--- src/design/bia_pkg.sv ---
// Shared constants, types and helpers for the bitmap identifier allocator.
// No dependencies; bia_first_free and bitmap_id_allocator import this package.
`timescale 1ns / 1ps

package bia_pkg;

  // Size of the identifier space and the layout of the occupancy store.
  localparam int MAX_IDS   = 4096;
  localparam int WORD_BITS = 64;
  localparam int BIT_W     = $clog2(WORD_BITS);
  localparam int LANE_BITS = 8;
  localparam int LANES     = WORD_BITS / LANE_BITS;
  localparam int LANE_W    = $clog2(LANES);
  localparam int WORDS     = (MAX_IDS + WORD_BITS - 1) / WORD_BITS;
  localparam int WADDR_W   = (WORDS > 1) ? $clog2(WORDS) : 1;

  // Field widths of the request and result.
  localparam int FREE_ID_W = 16;
  localparam int GRANT_W   = 13;
  localparam int STATUS_W  = 2;
  localparam int IN_DATA_W  = 16;
  localparam int OUT_DATA_W = 16;
  localparam int ID_SUM_W  = (WADDR_W + BIT_W + 1 > GRANT_W) ? (WADDR_W + BIT_W + 1) : GRANT_W;

  typedef logic [WORD_BITS-1:0] word_t;
  typedef logic [WADDR_W-1:0]   waddr_t;
  typedef logic [BIT_W-1:0]     bitpos_t;

  // Request kinds.
  typedef enum logic {
    OP_ALLOC = 1'b0,
    OP_FREE  = 1'b1
  } op_t;

  // Result status codes.
  typedef enum logic [STATUS_W-1:0] {
    ST_OK      = 2'd0,
    ST_FULL    = 2'd1,
    ST_INVALID = 2'd2
  } status_t;

  // Bits of a word whose identifiers lie within the map; the rest of the
  // last word must never be granted.
  function automatic word_t avail_mask(waddr_t w);
    word_t m;
    int    base;
    base = int'(w) * WORD_BITS;
    for (int k = 0; k < WORD_BITS; k++) begin
      m[k] = (base + k) < MAX_IDS;
    end
    return m;
  endfunction

endpackage

--- src/design/bia_map_ram.sv ---
// Single-port-write, single-port-read synchronous RAM with registered read.
// No dependencies.
`timescale 1ns / 1ps

module bia_map_ram #(
  parameter int DEPTH = 64,
  parameter int WIDTH = 64,
  parameter int AW    = (DEPTH > 1) ? $clog2(DEPTH) : 1
) (
  input  logic             clk,
  input  logic             rd_en,
  input  logic [AW-1:0]    rd_addr,
  output logic [WIDTH-1:0] rd_data,
  input  logic             wr_en,
  input  logic [AW-1:0]    wr_addr,
  input  logic [WIDTH-1:0] wr_data
);

  logic [WIDTH-1:0] mem [DEPTH];

  // Write port.
  always_ff @(posedge clk) begin
    if (wr_en) begin
      mem[wr_addr] <= wr_data;
    end
  end

  // Read port, with registered read data.
  always_ff @(posedge clk) begin
    if (rd_en) begin
      rd_data <= mem[rd_addr];
    end
  end

endmodule

--- src/design/bia_first_free.sv ---
// Finds the lowest clear bit of one occupancy word, byte first, then bit.
// Depends on bia_pkg.
`timescale 1ns / 1ps

module bia_first_free (
  input  bia_pkg::word_t   occ,
  output logic             found,
  output bia_pkg::bitpos_t pos
);
  import bia_pkg::*;

  logic [LANES-1:0]     lane_free;
  logic [LANE_W-1:0]    lane_sel;
  logic [LANE_BITS-1:0] lane_bits;
  logic [BIT_W-LANE_W-1:0] bit_sel;

  // A lane has room when any of its bits is clear.
  always_comb begin
    for (int b = 0; b < LANES; b++) begin
      lane_free[b] = ~&occ[b*LANE_BITS +: LANE_BITS];
    end
  end

  // The lowest lane with room wins.
  always_comb begin
    lane_sel = '0;
    for (int b = LANES - 1; b >= 0; b--) begin
      if (lane_free[b]) begin
        lane_sel = LANE_W'(b);
      end
    end
  end

  // Within that lane, the lowest clear bit wins.
  always_comb begin
    lane_bits = occ[lane_sel*LANE_BITS +: LANE_BITS];
    bit_sel   = '0;
    for (int k = LANE_BITS - 1; k >= 0; k--) begin
      if (!lane_bits[k]) begin
        bit_sel = (BIT_W-LANE_W)'(k);
      end
    end
  end

  assign found = |lane_free;
  assign pos   = {lane_sel, bit_sel};

endmodule

--- src/design/bitmap_id_allocator.sv ---
// Top level of the bitmap identifier allocator: request control, occupancy
// store and result register. Depends on bia_pkg, bia_map_ram, bia_first_free.
`timescale 1ns / 1ps

// First-fit allocator of identifiers 1..MAX_IDS. The occupancy bitmap lives in
// a RAM of 64-bit words, one word read per cycle; identifier n occupies bit
// (n-1) mod 64 of word (n-1)/64, and the lowest free identifier is always
// granted. An allocate request scans the words in order up to the first one
// with room (at most 64 for 4096 identifiers), one word at a time through the
// single read port of the store. A free request reads, modifies and writes back
// its word; an invalid free goes straight to its result. One request is in
// progress at a time, and a new request may be taken while the previous result
// still waits on the output. A flip-flop per word marks it as written, so the
// store reads as empty straight after reset and needs no clearing pass.
module bitmap_id_allocator (
  input  logic        clk,
  input  logic        rst_n,
  input  logic        in_tvalid,
  output logic        in_tready,
  input  logic [15:0] in_tdata,   // [15:0] free_id
  input  logic [0:0]  in_tuser,   // [0] op
  output logic        out_tvalid,
  input  logic        out_tready,
  output logic [15:0] out_tdata   // [12:0] granted_id, [14:13] status, [15] zero
);
  import bia_pkg::*;

  typedef enum logic [1:0] {
    S_IDLE,
    S_RD,
    S_CHK,
    S_DONE
  } state_t;

  state_t              state_r;
  op_t                 op_r;
  waddr_t              word_r;
  bitpos_t             bit_r;
  logic [WORDS-1:0]    valid_r;
  logic [GRANT_W-1:0]  res_grant_r;
  status_t             res_status_r;
  logic [GRANT_W-1:0]  out_grant_r;
  status_t             out_status_r;
  logic                out_valid_r;

  logic                rd_en;
  waddr_t              rd_addr;
  word_t               rd_data;
  logic                wr_en;
  word_t               wr_data;
  word_t               cur_word;
  word_t               occ_view;
  logic                ff_found;
  bitpos_t             ff_pos;
  logic                last_word;
  logic                scan_on;
  logic                hand_over;
  logic [FREE_ID_W-1:0] req_idx;
  logic                req_id_ok;
  logic [ID_SUM_W-1:0] grant_sum;

  // Decode of the incoming free identifier.
  assign req_idx   = in_tdata[FREE_ID_W-1:0] - FREE_ID_W'(1);
  assign req_id_ok = (in_tdata[FREE_ID_W-1:0] != '0) &&
                     ({1'b0, in_tdata[FREE_ID_W-1:0]} <= (FREE_ID_W+1)'(MAX_IDS));

  assign in_tready = (state_r == S_IDLE);

  // View of the word just read: unwritten words are empty, bits past the end
  // of the map count as taken.
  assign cur_word  = valid_r[word_r] ? rd_data : '0;
  assign occ_view  = cur_word | ~avail_mask(word_r);
  assign last_word = (word_r == WADDR_W'(WORDS - 1));
  assign grant_sum = ID_SUM_W'({word_r, ff_pos}) + ID_SUM_W'(1);

  bia_first_free u_first_free (
    .occ   (occ_view),
    .found (ff_found),
    .pos   (ff_pos)
  );

  // Read issue: the addressed word, or the next word while scanning, so a
  // scan checks one word every cycle.
  assign scan_on = (state_r == S_CHK) && (op_r == OP_ALLOC) && !ff_found && !last_word;
  assign rd_en   = (state_r == S_RD) || scan_on;
  assign rd_addr = (state_r == S_RD) ? word_r : word_r + WADDR_W'(1);

  // The finished result moves to the output register once that is free.
  assign hand_over = (state_r == S_DONE) && (!out_valid_r || out_tready);

  // Write back: set the granted bit, or clear the freed one.
  always_comb begin
    wr_en   = 1'b0;
    wr_data = cur_word;
    if (state_r == S_CHK) begin
      if (op_r == OP_FREE) begin
        wr_en   = 1'b1;
        wr_data = cur_word & ~(word_t'(1) << bit_r);
      end else if (ff_found) begin
        wr_en   = 1'b1;
        wr_data = cur_word | (word_t'(1) << ff_pos);
      end
    end
  end

  bia_map_ram #(
    .DEPTH (WORDS),
    .WIDTH (WORD_BITS),
    .AW    (WADDR_W)
  ) u_map_ram (
    .clk     (clk),
    .rd_en   (rd_en),
    .rd_addr (rd_addr),
    .rd_data (rd_data),
    .wr_en   (wr_en),
    .wr_addr (word_r),
    .wr_data (wr_data)
  );

  // Request sequencer with result and output registers.
  always_ff @(posedge clk) begin
    if (!rst_n) begin
      state_r     <= S_IDLE;
      valid_r     <= '0;
      out_valid_r <= 1'b0;
    end else begin
      if (hand_over) begin
        out_valid_r <= 1'b1;
      end else if (out_valid_r && out_tready) begin
        out_valid_r <= 1'b0;
      end
      if (wr_en) begin
        valid_r[word_r] <= 1'b1;
      end
      unique case (state_r)
        S_IDLE: begin
          if (in_tvalid) begin
            op_r        <= op_t'(in_tuser[0]);
            res_grant_r <= '0;
            if (op_t'(in_tuser[0]) == OP_ALLOC) begin
              word_r  <= '0;
              state_r <= S_RD;
            end else if (req_id_ok) begin
              word_r  <= req_idx[BIT_W +: WADDR_W];
              bit_r   <= req_idx[BIT_W-1:0];
              state_r <= S_RD;
            end else begin
              res_status_r <= ST_INVALID;
              state_r      <= S_DONE;
            end
          end
        end
        S_RD: begin
          state_r <= S_CHK;
        end
        S_CHK: begin
          if (op_r == OP_FREE) begin
            res_status_r <= ST_OK;
            state_r      <= S_DONE;
          end else if (ff_found) begin
            res_grant_r  <= grant_sum[GRANT_W-1:0];
            res_status_r <= ST_OK;
            state_r      <= S_DONE;
          end else if (last_word) begin
            res_status_r <= ST_FULL;
            state_r      <= S_DONE;
          end else begin
            word_r <= word_r + WADDR_W'(1);
          end
        end
        S_DONE: begin
          // Hand over once the output register is free.
          if (hand_over) begin
            out_grant_r  <= res_grant_r;
            out_status_r <= res_status_r;
            state_r      <= S_IDLE;
          end
        end
        default: begin
          state_r <= S_IDLE;
        end
      endcase
    end
  end

  assign out_tvalid = out_valid_r;
  assign out_tdata  = {1'b0, out_status_r, out_grant_r};

  // A full or invalid result never carries an identifier.
  a_no_grant_on_error: assert property (@(posedge clk) disable iff (!rst_n)
    out_valid_r && (out_status_r != ST_OK) |-> (out_grant_r == '0))
    else $error("identifier returned with an error status");

  // A write marks its word as holding real data.
  a_write_marks_valid: assert property (@(posedge clk) disable iff (!rst_n)
    wr_en |=> valid_r[$past(word_r)])
    else $error("written word not marked valid");

  // The store is only written while a word is being checked.
  a_write_in_check: assert property (@(posedge clk) disable iff (!rst_n)
    wr_en |-> (state_r == S_CHK) && !rd_en)
    else $error("store written outside the check step");

endmodule

--- config.mk ---
export PLATFORM = sky130hd
export DESIGN_NAME = bitmap_id_allocator
export DESIGN_NICKNAME = d
export VERILOG_FILES = /design/src/design/bia_pkg.sv /design/src/design/bia_map_ram.sv /design/src/design/bia_first_free.sv /design/src/design/bitmap_id_allocator.sv
export SDC_FILE = /design/constraint.sdc
export NUM_CORES = 2
export LEC_CHECK = 0
export BUFFER_PORTS_ARGS = -buffer_cell sky130_fd_sc_hd__buf_2
export CAP_MARGIN = 0
export CORE_ASPECT_RATIO = 1.1
export CORE_UTILIZATION = 55
export DETAILED_ROUTE_END_ITERATION = 8
export HOLD_SLACK_MARGIN = 0.05
export PLACE_DENSITY = 0.7
export SETUP_SLACK_MARGIN = 0.3
export SLEW_MARGIN = 25
export SYNTH_ARGS = -nofsm -noshare
export SYNTH_HDL_FRONTEND = slang
export SYNTH_SLANG_ARGS = --single-unit
--- constraint.sdc ---
create_clock -name clk -period 10.6 [get_ports clk]
set_input_delay 2.12 -clock clk [delete_from_list [all_inputs] [get_ports clk]]
set_output_delay 2.12 -clock clk [all_outputs]
set_load 0.02 [all_outputs]
* Word level (Yosys, flattened, before mapping) *
Memories as Yosys holds them, arrays and structs flattened. A register that Yosys moved wholly into a read port is not among the register bits.
Cells that the tools add are included.

word-level totals
  register bits after elaboration = 110
  RAM bits = 4096
  output and inout port bits = 18
  memories = 1

operators by class
  add/subtract/negate cells = 66
  magnitude comparators = 67
  equality and inequality tests = 14
  shift-type cells = 3
  mux-type cells = 58
  bitwise operators = 7
  reduce and logical (&&, ||, !) cells = 40

memory list
  name           depth  width  read ports  clocked after memory_dff  wr ports  RTL line           RTL
  u_map_ram.mem  64     64     1           1                         1         bia_map_ram.sv:19  logic [WIDTH-1:0] mem [DEPTH];

operators by type and width
  cell                                                          number
  less-than comparator 13 bit, second input constant            63
  adder 12 x 6 -> 13 bit, second input constant                 32
  2-to-1 mux 64 bit                                             4
  adder 12 x 5 -> 13 bit, second input constant                 16
  bitwise OR 64 bit                                             3
  NOT 64 bit                                                    2
  left shift 1 x 6 -> 64 bit, first input constant              2
  adder 12 x 4 -> 13 bit, second input constant                 8
  bitwise AND 64 bit                                            1
  AND reduction 8 bit                                           8
  indexed part select 64 x 7 -> 8 bit                           1
  adder 12 x 3 -> 13 bit, second input constant                 4
  2-to-1 mux 3 bit                                              16
  2-to-1 mux 6 bit                                              7
  2-to-1 mux 13 bit                                             3
  adder 12 x 1 -> 13 bit, second input constant                 2
  adder 12 x 2 -> 13 bit, second input constant                 2
  2-to-1 mux 2 bit                                              13
  case mux 13 bit (2 select lines)                              1
  <= comparator 16 x 13 -> 1 bit, second input constant         1
  nonzero test 16 bit                                           1
  inequality test 2 bit, second input constant                  7
  less-than comparator 12 x 13 -> 1 bit, second input constant  1
  case mux 6 bit (2 select lines)                               1
  26 further kinds                                              56

* Longest topological paths before layout *
  depth after elaboration = 27
  gate-level depth with buffers = 22
  mapped depth without buffers = 16

* Hierarchy *
Synthesis repeated with hierarchy kept, for this count alone.

unflattened totals
  cell total of the unflattened synthesis = 7774
  area total of the unflattened synthesis = 165149.6 um^2

by module, submodules not included
  module               times used  cells an instance  area an instance (um^2)  seq. area each (um^2)
  bia_map_ram          1           6780               157459.8                 124919.8
  bitmap_id_allocator  1           874                6912.9                   2632.5
  bia_first_free       1           120                777.0                    0.0

* Worst setup path after synthesis *
No wires, ideal clock.

  path type = reg-to-reg
  start point = register word_r[0]
  end point = memory u_map_ram.mem[63][0], enable pin
  setup time = 0.567 ns
  arrival time = 6.874 ns
  required time = 10.033 ns
  slack = 3.159 ns
  stages on the path, launching flop included = 13
  period minus slack after synthesis = 7.441 ns
  cell sequence = edfxtp_1 buf_6 buf_6 and3_1 a311o_1 a22oi_1 o22ai_1 or4_1 buf_2 buf_2 nand2b_1 o21ai_0 nor3_1

on the way
  word-level cells in the longest chain between the ends = 12
  elaborated cells on any way between the ends = 154
  classes of those cells = add/sub (63); order compare (64); mux (8); bitwise (2); reduce/logical (17)

ends and longest elaborated chain
  element                                                          RTL line                                              RTL
  start, declared                                                  bitmap_id_allocator.sv:37                             waddr_t word_r;
  start signal, assigned                                           bitmap_id_allocator.sv:144                            word_r <= req_idx[BIT_W +: WADDR_W];
  start signal, assigned                                           bitmap_id_allocator.sv:168                            word_r <= word_r + WADDR_W'(1);
  adder 12 x 1 -> 13 bit (tied with other cells)                   bia_pkg.sv:49                                         m[k] = (base + k) < MAX_IDS;
  less-than comparator 13 bit or 2-to-1 mux 1 bit (tied branches)  bia_pkg.sv:49, bitmap_id_allocator.sv:71
  NOT 64 bit or 2-to-1 mux 64 bit (tied branches)                  bitmap_id_allocator.sv:72, bitmap_id_allocator.sv:71
  bitwise OR 64 bit                                                bitmap_id_allocator.sv:72                             assign occ_view = cur_word | ~avail_mask(word_r);
  AND reduction 8 bit                                              bia_first_free.sv:20                                  lane_free[b] = ~&occ[b*LANE_BITS +: LANE_BITS];
  zero test 1 bit                                                  bia_first_free.sv:20
  OR reduction 8 bit                                               bia_first_free.sv:45                                  assign found = |lane_free;
  2-to-1 mux 1 bit                                                 bitmap_id_allocator.sv:99                             end else if (ff_found) begin
  2-to-1 mux 1 bit                                                 bitmap_id_allocator.sv:96                             if (op_r == OP_FREE) begin
  2-to-1 mux 1 bit                                                 bitmap_id_allocator.sv:95                             if (state_r == S_CHK) begin
  2-to-1 mux 1 bit                                                 bia_map_ram.sv:23                                     if (wr_en) begin
  2-to-1 mux 1 bit (implied by the code)                           bia_map_ram.sv:24                                     mem[wr_addr] <= wr_data;
  end, declared                                                    bia_map_ram.sv:19

Parallel ways exist; a longest one is shown, timed or not. The select of a mux whose other input is x is not followed.

* Worst setup path in the final report *
  start point = register word_r[1]
  end point = memory u_map_ram.mem[46][53], enable pin

The elaborated chain is that of the path after synthesis.

==> key figures <==
Worst setup path
  • Crit Path Class: flip-flop to flip-flop
  • R2r setup slk: between 3 and 4 ns
  • CP Max Fanout: 49
  • FF-to-FF End: u_map_ram.mem[46][53]
  • CP required: 11.08 ns
  • Worst EP arrival: approximately 7.9 ns
  • R2R depth: 12
  • Startpoint Class: flip-flop
  • Nature of the critical path endpoint: flip-flop
  • Reg-to-Reg Start: word_r[1]

Global route
  • Global-route wire length before repair: roughly 600 mm
  • Largest net degree at the start of global routing: around 150
  • Met3 usage: around 5.9%
  • GRT overflow: 0
  • Total track usage: between 20% and 30%
  • Grt met2 use: between 40 and 50%
  • GR Util met1: 41.3%
  • Initial antenna violation count: 29
  • Vias in the first global route: slightly below 80,000
  • Top Usage Layer GRT: met2

Clock tree
  • CTS tree: yes
  • Clk slew on worst S/H paths: around 0.060 ns
  • Clk sinks: about 4,300
  • Worst-case clock buffer depth: 4
  • Htree depth: 5
  • Post-CTS Resized: 0
  • Clock Tree Root: clkbuf_16
  • Hold buffer count at cts: 0
  • Num CTS Buffers: 413
  • Worst-Skew Late Latency: between 0.9 and 1 ns
  • Post-CTS setup buffers: 0

Synth
  • Xor and xnor area share after synthesis: less than 1%
  • Synth Area in Compound Gates: around 1.2%
  • Post-synthesis mux area share: about a fifth
  • Largest family of logic cells by synthesized area: multiplexers
  • Area share of and/or/nand/nor cells after synthesis: between 1 and 1.5%
  • Leading area contributor after synthesis: edfxtp_1
  • Warnings, synthesis: 0
  • Yosys top cell area share: roughly 77%
  • Per-instance average area after synthesis: around 24 um2
  • Register area share after synthesis: between 70% and 80%
  • Syn Inst Count: ~6,700
  • Synth unique cells: 69
  • Post-Syn Area: roughly 160,000 um2
  • EDFF count, synth: between 4,000 and 5,000
  • Syn nets: about 6,700
  • #FFs+latches synth: approximately 4,300
  • Async SR Flop Fraction: 0%
  • Largest cells by area after synthesis: edfxtp_1, mux4_2, dfxtp_1, clkbuf_1, nor2_1
  • Post-Synth Adder-Cell Area: less than 1%
  • Synth Flop Type: edfxtp_1

Timing
  • Clock Skew: between 0.08 and 0.09 ns
  • Top achievable clock speed: 136 MHz
  • Final hold viol count: 0
  • Worst slew pin tran: 1.15 ns
  • Fin Setup TNS: 0 ns
  • Final Slew Violations: 0
  • Setup Viol. Count Final: 0
  • Worst rel slew slack: between 20% and 30%
  • RSZ-0062 raised after global routing: no
  • Crit share post-route: around 70%
  • Final min period: roughly 7.4 ns

Route
  • Via count: 78,200
  • Antenna Nets Post-Route: 0
  • Pre-Repair DR Iteration Count: 8
  • Iteration-0 DRC Markers: 12,200
  • Residual DRC: 0
  • Via density: around 7
  • Post-Route WL: between 400 and 500 mm
  • Wire length per cell: about 38 um

Placement
  • # port buffers: 37
  • Post-DP Area: about 170,000 um2
  • GP Congestion: between 0.9 and 1
  • HPWL Detailed: approximately 230 mm
  • Placed cells: around 11,000

Hold path
  • Hold Crit Depth: 0
  • Worst Hold End: out_grant_r[8]
  • Hold_sp: res_grant_r[8]
  • Hold WC Path Type: flip-flop to flip-flop

Outcome
  • Status: completed

Floorplanning
  • Core ar.: ~300,000 um2
  • I/O pins: 39
  • Initial Util: 55.4%
  • Chip height: ~570 um
  • Die Area: around 300,000 um2
  • # rows: 209
  • Die Wd: 522 um

Run
  • Max Cap Viol: 0

Finish
  • Commonest non-fill, non-tap cell in the layout: edfxtp_1
  • NumNets Final: between 7,000 and 8,000
  • Design Area, Final: roughly 180,000 um2
  • Layout cells sized above 1: between 30% and 40%
  • Finished Layout Cells: around 11,000
  • Area Overhead vs Synth: 12.5%
  • Commonest non-fill, non-tap cells in the layout: edfxtp_1, mux4_2, clkbuf_16, buf_4, clkinv_1

Pwr
  • PwrDens: 281 nW/um2
  • Highest ir drop seen on vdd: 0.305 mV
  • Pleak: 57.1 nW
worst max-delay path, stage by stage, from the launching register on:
cell and delay [ns]:
edfxtp_1 1.08, inv_1 0.28, a311o_1 0.39, a22oi_1 0.24
o22ai_1 0.11, or4_4 0.83, buf_4 0.41, nand2b_1 0.24
o21ai_0 0.26, nor2_1 0.35, nand3_1 0.68, nor2_4 1.00
buf_4 0.78
routing by layer:
| layer | up-vias | routed length [um] |
|---|---|---|
| li1 | 29900 | - |
| met4 | 6 | 14400 |
| met1 | 42700 | 163000 |
| met2 | 4811 | 211000 |
| met5 | - | 42 |
| met3 | 761 | 44800 |
power by group:
group	internal (W)	switching, W
clock	0.00817	0.00615
sequential	0.0212	0.000272
combinational	0.00675	0.00915
total	0.0362	0.0156
state kept, by name, summed over array words and instances (netlist names):
name,count
res_status_r,2
word_r,6
out_grant_r,13
u_map_ram.rd_data,64
op_r,1
res_grant_r,13
valid_r,64
u_map_ram.mem,4096
out_tvalid,1
bit_r,6
out_status_r,2
state_r,2
synthesized netlist by cell type, drive strengths merged, types with 4 or more instances:
cell       n
edfxtp  4203
mux4    1348
clkbuf   264
nor2     144
buf       82
nand2     76
o21a      68
dfxtp     67
o21ai     55
o211ai    46
nand3     44
nand4     27
a21oi     25
inv       17
nor3      14
and3      13
nor2b     13
ha        12
mux2i     12
xnor2     12
a32oi     11
a22oi     10
or3       10
xor2      10
a211oi     9
mux2       9
a31oi      8
o22ai      8
or4        8
a221oi     7
and4       7
a221o      6
and2       6
a311o      5
o31ai      5
or2        5
nand2b     4
nand3b     4
nor4       4
cells by family (layout without fill, tap and decap cells):
group,count (synthesis),in the layout
AO/OA/AOI/OAI,278,278
XOR/XNOR,22,22
adder cells (fa/ha/maj),12,12
buffers and inverters,365,1055
flip-flops,4270,4270
multiplexers,1369,1369
other,1,16
AND/OR/NAND/NOR,384,384
worst max path at each step:
stage / cells after the start / slack (ns) / start / endpoint
after global routing: 12 / 3.05 / word_r[1] / u_map_ram.mem[46][61]
final: 12 / 3.23 / word_r[1] / u_map_ram.mem[46][53]
after global placement: 14 / 3.28 / word_r[1] / u_map_ram.mem[26][14]
after CTS: 14 / 3.28 / word_r[2] / u_map_ram.mem[53][14]
after detailed placement: 14 / 3.37 / word_r[2] / u_map_ram.mem[15][14]
after floorplan: 12 / 3.16 / word_r[0] / u_map_ram.mem[63][0]
metrics by stage:
step                      util [%]  hold slack [ns]  power, W  setup WS, ns
after floorplan                  -            0.400    0.0323          3.16
after global placement        57.8            0.407    0.0374          3.28
after detailed placement      57.9            0.412    0.0377          3.37
after CTS                     62.3            0.427    0.0520          3.28
after global routing          62.3            0.430    0.0533          3.05
final                         62.3            0.424    0.0517          3.23
layout make-up:
cell class              count  area (um2)
inverters                  19        73.8
repair buffers            286        2650
clock inverters           244        2180
clock buffers             506       10900
multi-input cells        2066       36000
fillers                 19100      111000
flip-flops and latches   4270      128000
diodes                     15        37.5
well taps                3903        4880
No activity file was read; power rests on OpenSTA's default activity.
